**src/design/sfic_pkg.sv**
```systemverilog
`timescale 1ns / 1ps

package sfic_pkg;

    // Number of conversion lanes and register stages per lane.
    localparam int LANES  = 4;
    localparam int STAGES = 5;

    // Operand and result formats of one lane.
    localparam logic [1:0] FMT_INT32 = 2'd0;
    localparam logic [1:0] FMT_INT64 = 2'd1;
    localparam logic [1:0] FMT_SGL   = 2'd2;
    localparam logic [1:0] FMT_DBL   = 2'd3;

    // Rounding modes, in the encoding of the rounding mode register.
    localparam logic [1:0] RM_NEAR  = 2'd0;
    localparam logic [1:0] RM_DOWN  = 2'd1;
    localparam logic [1:0] RM_UP    = 2'd2;
    localparam logic [1:0] RM_TRUNC = 2'd3;

    // How lane results are placed in the destination.
    localparam logic [1:0] PACK_W64   = 2'd0;
    localparam logic [1:0] PACK_N32X2 = 2'd1;
    localparam logic [1:0] PACK_N32X4 = 2'd2;

    // Destination register files.
    localparam logic [1:0] KIND_XMM = 2'd0;
    localparam logic [1:0] KIND_MMX = 2'd1;
    localparam logic [1:0] KIND_GPR = 2'd2;

    // Byte counts written to the destination.
    localparam logic [4:0] BYTES_NONE = 5'd0;
    localparam logic [4:0] BYTES_4    = 5'd4;
    localparam logic [4:0] BYTES_8    = 5'd8;
    localparam logic [4:0] BYTES_16   = 5'd16;

    localparam logic [63:0] LANE_MASK = 64'h0000_0000_ffff_ffff;

    typedef struct packed {
        logic [1:0] src_fmt;
        logic [1:0] dst_fmt;
        logic [1:0] rmode;
    } lane_op_t;

    typedef struct packed {
        logic [1:0] pack;
        logic [4:0] bytes;
        logic [1:0] kind;
        logic       bad;
    } ctx_t;

endpackage

```
**src/design/sfic_lane.sv**
```systemverilog
`timescale 1ns / 1ps

module sfic_lane
    import sfic_pkg::*;
(
    input  logic              clk,
    input  logic [STAGES-1:0] en,
    input  lane_op_t          op,
    input  logic [63:0]       opnd,
    output logic [63:0]       res
);

    // Leading zero count of a 64-bit word, 64 when the word is zero.
    function automatic logic [6:0] lzc64(input logic [63:0] x);
        logic [7:0] nz;
        logic [2:0] blz [8];
        logic [7:0] by;
        logic [6:0] r;
        for (int b = 0; b < 8; b++) begin
            by     = x[8*b +: 8];
            nz[b]  = |by;
            blz[b] = 3'd0;
            for (int i = 0; i < 8; i++) begin
                if (by[i]) begin
                    blz[b] = 3'(7 - i);
                end
            end
        end
        r = 7'd64;
        for (int b = 0; b < 8; b++) begin
            if (nz[b]) begin
                r = {1'b0, 3'(7 - b), blz[b]};
            end
        end
        return r;
    endfunction

    // Stage A: unpack into sign, magnitude and exponent.
    logic               a_sign_next, a_sign_reg;
    logic [63:0]        a_mag_next, a_mag_reg;
    logic signed [12:0] a_ex_next, a_ex_reg;
    logic               a_spec_next, a_spec_reg;
    logic               a_nan_next, a_nan_reg;
    logic [51:0]        a_frac_next, a_frac_reg;
    lane_op_t           a_op_reg;
    logic [63:0]        se;
    logic [7:0]         e8;
    logic [10:0]        e11;

    always_comb
    begin
        a_sign_next = 1'b0;
        a_mag_next  = 64'd0;
        a_ex_next   = 13'sd0;
        a_spec_next = 1'b0;
        a_nan_next  = 1'b0;
        a_frac_next = 52'd0;
        se          = opnd;
        e8          = opnd[30:23];
        e11         = opnd[62:52];
        case (op.src_fmt)
            FMT_INT32:
            begin
                se          = {{32{opnd[31]}}, opnd[31:0]};
                a_sign_next = opnd[31];
                a_mag_next  = a_sign_next ? (~se + 64'd1) : se;
            end
            FMT_INT64:
            begin
                a_sign_next = opnd[63];
                a_mag_next  = a_sign_next ? (~se + 64'd1) : se;
            end
            FMT_SGL:
            begin
                a_sign_next = opnd[31];
                a_spec_next = (e8 == 8'hff);
                a_nan_next  = a_spec_next && (opnd[22:0] != 23'd0);
                a_frac_next = {opnd[22:0], 29'd0};
                a_mag_next  = {40'd0, (e8 != 8'd0), opnd[22:0]};
                a_ex_next   = (e8 == 8'd0) ? -13'sd149
                                           : $signed({5'd0, e8}) - 13'sd150;
            end
            default:
            begin
                a_sign_next = opnd[63];
                a_spec_next = (e11 == 11'h7ff);
                a_nan_next  = a_spec_next && (opnd[51:0] != 52'd0);
                a_frac_next = opnd[51:0];
                a_mag_next  = {11'd0, (e11 != 11'd0), opnd[51:0]};
                a_ex_next   = (e11 == 11'd0) ? -13'sd1074
                                             : $signed({2'd0, e11}) - 13'sd1075;
            end
        endcase
    end

    always_ff @(posedge clk)
    begin
        if (en[0])
        begin
            a_sign_reg <= a_sign_next;
            a_mag_reg  <= a_mag_next;
            a_ex_reg   <= a_ex_next;
            a_spec_reg <= a_spec_next;
            a_nan_reg  <= a_nan_next;
            a_frac_reg <= a_frac_next;
            a_op_reg   <= op;
        end
    end

    // Stage B: count leading zeros.
    logic               b_sign_reg, b_spec_reg, b_nan_reg;
    logic [63:0]        b_mag_reg;
    logic signed [12:0] b_ex_reg;
    logic [51:0]        b_frac_reg;
    lane_op_t           b_op_reg;
    logic [6:0]         b_lz_next, b_lz_reg;

    assign b_lz_next = lzc64(a_mag_reg);

    always_ff @(posedge clk)
    begin
        if (en[1])
        begin
            b_sign_reg <= a_sign_reg;
            b_mag_reg  <= a_mag_reg;
            b_ex_reg   <= a_ex_reg;
            b_spec_reg <= a_spec_reg;
            b_nan_reg  <= a_nan_reg;
            b_frac_reg <= a_frac_reg;
            b_op_reg   <= a_op_reg;
            b_lz_reg   <= b_lz_next;
        end
    end

    // Stage C: normalize so that the leading one sits at bit 63.
    logic               c_sign_reg, c_spec_reg, c_nan_reg, c_zero_reg;
    logic [63:0]        c_norm_next, c_norm_reg;
    logic signed [12:0] c_u_next, c_u_reg;
    logic [51:0]        c_frac_reg;
    lane_op_t           c_op_reg;

    assign c_norm_next = b_mag_reg << b_lz_reg[5:0];
    assign c_u_next    = b_ex_reg + 13'sd63 - $signed({6'd0, b_lz_reg});

    always_ff @(posedge clk)
    begin
        if (en[2])
        begin
            c_sign_reg <= b_sign_reg;
            c_spec_reg <= b_spec_reg;
            c_nan_reg  <= b_nan_reg;
            c_zero_reg <= b_lz_reg[6];
            c_norm_reg <= c_norm_next;
            c_u_reg    <= c_u_next;
            c_frac_reg <= b_frac_reg;
            c_op_reg   <= b_op_reg;
        end
    end

    // Stage D: align to the rounding point, collect guard and sticky bits.
    logic               d_is_int;
    logic signed [12:0] d_emin, d_bias, d_base, d_sraw, d_eb;
    logic               d_sub, d_sat;
    logic [6:0]         d_samt;
    logic [127:0]       d_wide;
    logic [63:0]        d_ip_next, d_ip_reg;
    logic               d_g_next, d_g_reg, d_st_next, d_st_reg;
    logic               d_ovf_next, d_ovf_reg;
    logic [11:0]        d_ebm1_next, d_ebm1_reg;
    logic               d_sign_reg, d_spec_reg, d_nan_reg, d_zero_reg;
    logic [51:0]        d_frac_reg;
    lane_op_t           d_op_reg;

    always_comb
    begin
        d_is_int = (c_op_reg.dst_fmt == FMT_INT32) || (c_op_reg.dst_fmt == FMT_INT64);
        if (c_op_reg.dst_fmt == FMT_SGL)
        begin
            d_emin = -13'sd126;
            d_bias = 13'sd127;
            d_base = 13'sd40;
        end
        else
        begin
            d_emin = -13'sd1022;
            d_bias = 13'sd1023;
            d_base = 13'sd11;
        end
        d_sub = c_u_reg < d_emin;
        d_eb  = c_u_reg + d_bias;
        if (d_is_int)
        begin
            d_ovf_next = c_u_reg > 13'sd63;
            d_sraw     = 13'sd63 - c_u_reg;
        end
        else
        begin
            d_ovf_next = 1'b0;
            d_sraw     = d_sub ? (d_base + d_emin - c_u_reg) : d_base;
        end
        d_sat  = d_sraw > 13'sd64;
        d_samt = d_sat ? 7'd64 : d_sraw[6:0];
        d_wide = {c_norm_reg, 64'd0} >> d_samt;
        if (d_sat)
        begin
            d_ip_next = 64'd0;
            d_g_next  = 1'b0;
            d_st_next = !c_zero_reg;
        end
        else
        begin
            d_ip_next = d_wide[127:64];
            d_g_next  = d_wide[63];
            d_st_next = |d_wide[62:0];
        end
        d_ebm1_next = d_sub ? 12'd0 : 12'(d_eb - 13'sd1);
    end

    always_ff @(posedge clk)
    begin
        if (en[3])
        begin
            d_ip_reg   <= d_ip_next;
            d_g_reg    <= d_g_next;
            d_st_reg   <= d_st_next;
            d_ovf_reg  <= d_ovf_next;
            d_ebm1_reg <= d_ebm1_next;
            d_sign_reg <= c_sign_reg;
            d_spec_reg <= c_spec_reg;
            d_nan_reg  <= c_nan_reg;
            d_zero_reg <= c_zero_reg;
            d_frac_reg <= c_frac_reg;
            d_op_reg   <= c_op_reg;
        end
    end

    // Stage E: round, range check and pack.
    logic        e_inc;
    logic [64:0] e_m, e_lim, e_sum;
    logic [63:0] e_neg, e_ival, e_indef, e_fval, res_next, res_reg;
    logic        e_ibad, e_finf;

    always_comb
    begin
        case (d_op_reg.rmode)
            RM_NEAR:  e_inc = d_g_reg && (d_st_reg || d_ip_reg[0]);
            RM_DOWN:  e_inc = d_sign_reg && (d_g_reg || d_st_reg);
            RM_UP:    e_inc = !d_sign_reg && (d_g_reg || d_st_reg);
            default:  e_inc = 1'b0;
        endcase
        e_m = {1'b0, d_ip_reg} + {64'd0, e_inc};

        // Integer destination.
        if (d_op_reg.dst_fmt == FMT_INT64)
        begin
            e_lim   = d_sign_reg ? 65'h0_8000_0000_0000_0000 : 65'h0_7fff_ffff_ffff_ffff;
            e_indef = 64'h8000_0000_0000_0000;
        end
        else
        begin
            e_lim   = d_sign_reg ? 65'h0_0000_0000_8000_0000 : 65'h0_0000_0000_7fff_ffff;
            e_indef = 64'h0000_0000_8000_0000;
        end
        e_ibad = d_spec_reg || d_ovf_reg || (e_m > e_lim);
        e_neg  = ~e_m[63:0] + 64'd1;
        e_ival = d_sign_reg ? e_neg : e_m[63:0];
        if (d_op_reg.dst_fmt == FMT_INT32)
        begin
            e_ival = e_ival & LANE_MASK;
        end

        // Floating-point destination: biased exponent minus one, plus the
        // significand with its leading one, carries into the exponent.
        if (d_op_reg.dst_fmt == FMT_SGL)
        begin
            e_sum  = ({53'd0, d_ebm1_reg} << 23) + e_m;
            e_finf = e_sum >= 65'h0_0000_0000_7f80_0000;
            if (d_spec_reg)
            begin
                e_fval = d_nan_reg
                    ? {32'd0, d_sign_reg, 8'hff, 1'b1, d_frac_reg[50:29]}
                    : {32'd0, d_sign_reg, 8'hff, 23'd0};
            end
            else if (d_zero_reg)
            begin
                e_fval = {32'd0, d_sign_reg, 31'd0};
            end
            else if (e_finf)
            begin
                e_fval = {32'd0, d_sign_reg, 8'hff, 23'd0};
            end
            else
            begin
                e_fval = {32'd0, d_sign_reg, e_sum[30:0]};
            end
        end
        else
        begin
            e_sum  = ({53'd0, d_ebm1_reg} << 52) + e_m;
            e_finf = e_sum >= 65'h0_7ff0_0000_0000_0000;
            if (d_spec_reg)
            begin
                e_fval = d_nan_reg ? {d_sign_reg, 11'h7ff, 1'b1, d_frac_reg[50:0]}
                                   : {d_sign_reg, 11'h7ff, 52'd0};
            end
            else if (d_zero_reg)
            begin
                e_fval = {d_sign_reg, 63'd0};
            end
            else if (e_finf)
            begin
                e_fval = {d_sign_reg, 11'h7ff, 52'd0};
            end
            else
            begin
                e_fval = {d_sign_reg, e_sum[62:0]};
            end
        end

        if ((d_op_reg.dst_fmt == FMT_INT32) || (d_op_reg.dst_fmt == FMT_INT64))
        begin
            res_next = e_ibad ? e_indef : e_ival;
        end
        else
        begin
            res_next = e_fval;
        end
    end

    always_ff @(posedge clk)
    begin
        if (en[4])
        begin
            res_reg <= res_next;
        end
    end

    assign res = res_reg;

endmodule

```
**config.mk**
```make
export PLATFORM = sky130hd
export DESIGN_NAME = sfic_lane
export DESIGN_NICKNAME = d
export VERILOG_FILES = /design/src/design/sfic_pkg.sv /design/src/design/sfic_lane.sv
export SDC_FILE = /design/constraint.sdc
export NUM_CORES = 2
export LEC_CHECK = 0
export BUFFER_PORTS_ARGS = -buffer_cell sky130_fd_sc_hd__buf_4
export CAP_MARGIN = 20
export CORE_MARGIN = 10
export CORE_UTILIZATION = 30
export DETAILED_ROUTE_END_ITERATION = 6
export PLACE_DENSITY = 0.41
export SETUP_SLACK_MARGIN = 0.4
export SYNTH_ARGS = -nofsm -noshare
export SYNTH_HDL_FRONTEND = slang
export SYNTH_SLANG_ARGS = --single-unit
```
**constraint.sdc**
```tcl
create_clock -name clk -period 14.15 [get_ports clk]
set_input_delay 1.415 -clock clk [delete_from_list [all_inputs] [get_ports clk]]
set_output_delay 1.415 -clock clk [all_outputs]
set_load 0.02 [all_outputs]
```
==> out/qor_table.md <==
| Item | Reported | Unit |
|---|---|---|
| Run status | finished, final reports clean | - |
| Share of layout cells above drive strength 1 | 10.5 | % |
| Clock tree sinks | 613 | - |
| Data required, critical path | 14.54 | ns |
| Largest fanout on the critical path | 22 | - |
| Clk Tree Root Cell | sky130_fd_sc_hd__clkbuf_16 | - |
| Number of antenna violations at the first check in global routing | 6 | - |
| Number of instances resized during post-cts repair | 0 | - |
| Highest attainable clock frequency | 116 | MHz |
| Initial DRT Pass Iterations | 7 | - |
| Via Count | 35900 | - |
| First-pass GRT wire length | 246000 | um |
| Leak pwr | 17.5 | nW |
| Half-perimeter wire length of the detailed placement result | 128000 | um |
| Netlist area before placement | 41900 | um^2 |
| DRC violations left | 0 | - |
| Top flip-flop cell by instance count after synthesis | sky130_fd_sc_hd__edfxtp_1 | - |
| Routability cong. | 0.957 | - |
| Rows | 137 | - |
| Stages on the worst setup path | 31 | - |
| Top cell by count, worst path | sky130_fd_sc_hd__o21ai_0 | - |
| Global routing usage summed across all routing layers | 20.8 | % |
| Final number of hold-violating endpoints | 0 | - |
| Final layout net count | 4686 | - |
| Clock tree from TritonCTS | built | - |
| CORE AREA | 139000 | um^2 |
| Worst flop-to-flop path startpoint | d_sign_reg$_DFFE_PP_ | - |
| Asr flop ratio synth | 0 | % |
| Origin of the worst setup path | d_sign_reg$_DFFE_PP_ | - |
| Mean routed wirelength per cell | 26.2 | um |
| Clk pin slew, worst setup/hold paths | 0.06 | ns |
| Number of library cell types mapped by synthesis | 105 | - |
| Post CTS Setup Buffer Count | 0 | - |
| Synthesis-to-finish area growth | 12.7 | % |
| Beginning of the worst hold path | c_frac_reg[10]$_DFFE_PP_ | - |
| Die X-Extent | 394 | um |
| Combined buffer and inverter count along the critical path | 4 | - |
| Number of register bits inferred by synthesis | 613 | - |
| Vertical die dimension | 394 | um |
| Final TNS setup | 0 | ns |
| Max_slew headroom | 25.9 | % |
| Register-to-register setup slack | 5.52 | ns |
| Number of antenna diodes | 0 | - |
| CP max-delay cell | sky130_fd_sc_hd__edfxtp_1 | - |
| Sum of routed wire length over all layers | 167000 | um |
| Post-CTS Hold Buffers | 0 | - |
| Number of enable flip-flop cells after synthesis | 613 | - |
| Via count of the first global-routing pass | 35200 | - |
| Seq/Total Area, Yosys | 43.9 | % |
| Final critical-path share of the clock period | 61.0 | % |
| Ports placed on the boundary | 140 | - |
| Fill cell total of the finished layout | 14500 | - |
| H-tree depth reported by CTS | 3 | - |
| Number of buffers created by CTS | 72 | - |
| Initial core utilization | 30.1 | % |
| Unrepaired setup endpoints after global routing | no | - |
| Congestion Overflow GR | 0 | - |
| Worst hold path type | flop to flop | - |
| Worst Clk Skew | 0.0269 | ns |
| Most common cell after layout, fill and taps aside | sky130_fd_sc_hd__edfxtp_1 | - |
| Cells after Synth | 4452 | - |
| Max-cap violations | 0 | - |
| Shortest period the worst path allows | 8.63 | ns |
| Largest net degree at the start of global routing | 90 | - |
| Largest incremental delay on the critical path | 0.95 | ns |
| Cell family contributing the most delay on the critical path | simple AND/OR/NAND/NOR gates | - |
| Transition time of the tightest slew-check pin | 1.11 | ns |
| CP startpoint kind | flop | - |
| Maximum buffer depth of the clock tree | 3 | - |
| Number of vias per cell | 5.62 | - |
| Crit. End Element | flop | - |
| Peak supply drop | 133 | uV |
| Initial DRC count | 3570 | - |
| Worst setup path category | flop to flop | - |
| Post-detailed-route count of antenna-violating nets | 0 | - |
| Worst reg-to-reg path cell count | 31 | - |
| Mean Syn Cell Area | 9.41 | um^2 |
| Full die area | 155000 | um^2 |
| Finished Cell Area | 47200 | um^2 |
| Setup crit end | res[44]$_DFFE_PP_ | - |
| Data arrival time at the worst-slack endpoint | 9.03 | ns |
| Number of nets produced by synthesis | 4677 | - |
| Count of synthesis-stage warnings from yosys | 0 | - |
| Max Slew Vio Count | 0 | - |
| Most frequent cells in the layout | sky130_fd_sc_hd__edfxtp_1, sky130_fd_sc_hd__nand2_1, sky130_fd_sc_hd__nor2_1 | - |
| Power Dens Cells | 150 | nW/um^2 |
| Final setup violation count | 0 | - |
| Latest clock arrival within the worst-skew pair | 0.67 | ns |
| Critical register-to-register path endpoint | res[44]$_DFFE_PP_ | - |
| Area of placed instances | 44800 | um^2 |
| Number of port buffers | 139 | - |
## synth_stat cells, types with 13 or more instances
library cell,number,area share (%)
sky130_fd_sc_hd__nor4_1,51,0.76
sky130_fd_sc_hd__mux2i_1,105,2.5
sky130_fd_sc_hd__a31oi_1,44,0.66
sky130_fd_sc_hd__a2bb2oi_1,16,0.33
sky130_fd_sc_hd__a22oi_1,29,0.52
sky130_fd_sc_hd__and3_1,77,1.1
sky130_fd_sc_hd__or3_1,30,0.45
sky130_fd_sc_hd__a221o_1,30,0.72
sky130_fd_sc_hd__ha_1,145,4.3
sky130_fd_sc_hd__and2_1,58,0.87
sky130_fd_sc_hd__a211oi_1,39,0.70
sky130_fd_sc_hd__a21o_1,54,0.97
sky130_fd_sc_hd__o32ai_1,15,0.31
sky130_fd_sc_hd__edfxtp_1,613,44
sky130_fd_sc_hd__inv_1,146,1.3
sky130_fd_sc_hd__nand4_1,58,0.87
sky130_fd_sc_hd__o21bai_1,14,0.25
sky130_fd_sc_hd__nor3b_1,13,0.23
sky130_fd_sc_hd__xnor2_1,141,2.9
sky130_fd_sc_hd__a21oi_1,278,3.3
sky130_fd_sc_hd__o211ai_1,60,1.1
sky130_fd_sc_hd__nor3_1,145,1.7
sky130_fd_sc_hd__nor2_1,445,4.0
sky130_fd_sc_hd__clkbuf_1,204,1.8
sky130_fd_sc_hd__nand2b_1,29,0.43
sky130_fd_sc_hd__or4_1,20,0.36
sky130_fd_sc_hd__o22ai_1,65,0.97
sky130_fd_sc_hd__o21a_1,19,0.34
sky130_fd_sc_hd__o21ai_0,261,3.1
sky130_fd_sc_hd__a311oi_1,15,0.31
sky130_fd_sc_hd__a211o_1,15,0.31
sky130_fd_sc_hd__mux2_2,18,0.48
sky130_fd_sc_hd__nand2_1,522,4.7
sky130_fd_sc_hd__xor2_1,72,1.5
sky130_fd_sc_hd__o31ai_1,35,0.63
sky130_fd_sc_hd__mux4_2,44,2.4
sky130_fd_sc_hd__buf_1,28,0.25
sky130_fd_sc_hd__o2bb2ai_1,17,0.36
sky130_fd_sc_hd__nor2b_1,47,0.70
sky130_fd_sc_hd__or2_2,17,0.25
sky130_fd_sc_hd__nand3_1,169,2.0
sky130_fd_sc_hd__buf_2,35,0.42
## how the worst min path moves through the flow
stage	endpoint	slack (ns)	cells past startpoint
final	d_frac_reg[10]$_DFFE_PP_	0.41	0
after global routing	c_frac_reg[4]$_DFFE_PP_	0.41	0
after CTS	c_nan_reg$_DFFE_PP_	0.41	0
after detailed placement	b_ex_reg[2]$_DFFE_PP_	0.40	0
after global placement	d_frac_reg[15]$_DFFE_PP_	0.40	0
after floorplan	b_ex_reg[0]$_DFFE_PP_	0.40	0
## through the flow
| stage | utilization, % | std cells | power, mW | setup WS [ns] | hold slack (ns) |
|---|---|---|---|---|---|
| after global placement | 32.2 | 6263 | 5.19 | 5.69 | 0.404 |
| final | 33.9 | 6392 | 7.09 | 5.52 | 0.407 |
| after floorplan | - | 4452 | 4.08 | 6.61 | 0.400 |
| after global routing | 33.9 | 6392 | 7.43 | 4.62 | 0.411 |
| after detailed placement | 32.2 | 6263 | 5.16 | 5.50 | 0.405 |
| after CTS | 33.9 | 6392 | 7.08 | 5.49 | 0.409 |
## area by class of cell
class,count,area [um^2],share of cell area [%]
Clock inverter,48,582,1.23
Multi-Input combinational cell,3411,21900,46.4
Clock buffer,81,1840,3.89
Sequential cell,613,18400,39.0
Inverter,154,578,1.22
Timing Repair Buffer,209,1580,3.35
Tap cell,1876,2350,4.97
## metal layers
layer / vias to the layer above / global-route usage (%) / wire length (um)
li1: 16700 / - / -
met1: 17500 / 28.3 / 74700
met2: 1385 / 33.5 / 76800
met3: 274 / 3.37 / 10200
met4: 0 / 6.54 / 5550
met5: - / 0 / 0
## cells by family (layout without fill, tap and decap cells)
family | Yosys count | count (layout) | share of synthesized area (%)
compound gates | 1140 | 1140 | 17.8
xor+xnor | 214 | 214 | 4.49
fa+ha+maj | 149 | 149 | 4.52
buf+inv | 428 | 492 | 4.00
flops | 613 | 613 | 43.9
mux | 168 | 168 | 5.38
simple gates | 1740 | 1740 | 19.9
## worst register-to-register path: cells and delay by family, from the launching register on
kind            cells  cell delay [ns]
buf+inv             4             0.69
compound gates     12             2.41
simple gates        8             2.42
flops               1             0.95
fa+ha+maj           4             0.93
xor+xnor            3             0.98
## where the power goes
| part | internal, mW | total, mW | switching (mW) | leakage [nW] |
|---|---|---|---|---|
| Combinational | 0.860 | 2.77 | 1.91 | 10.3 |
| Clock | 1.08 | 1.89 | 0.811 | 1.15 |
| Sequential | 2.23 | 2.43 | 0.204 | 6.07 |
| Total | 4.17 | 7.09 | 2.92 | 17.5 |
Note: power is estimated with default switching activity, not from simulation.
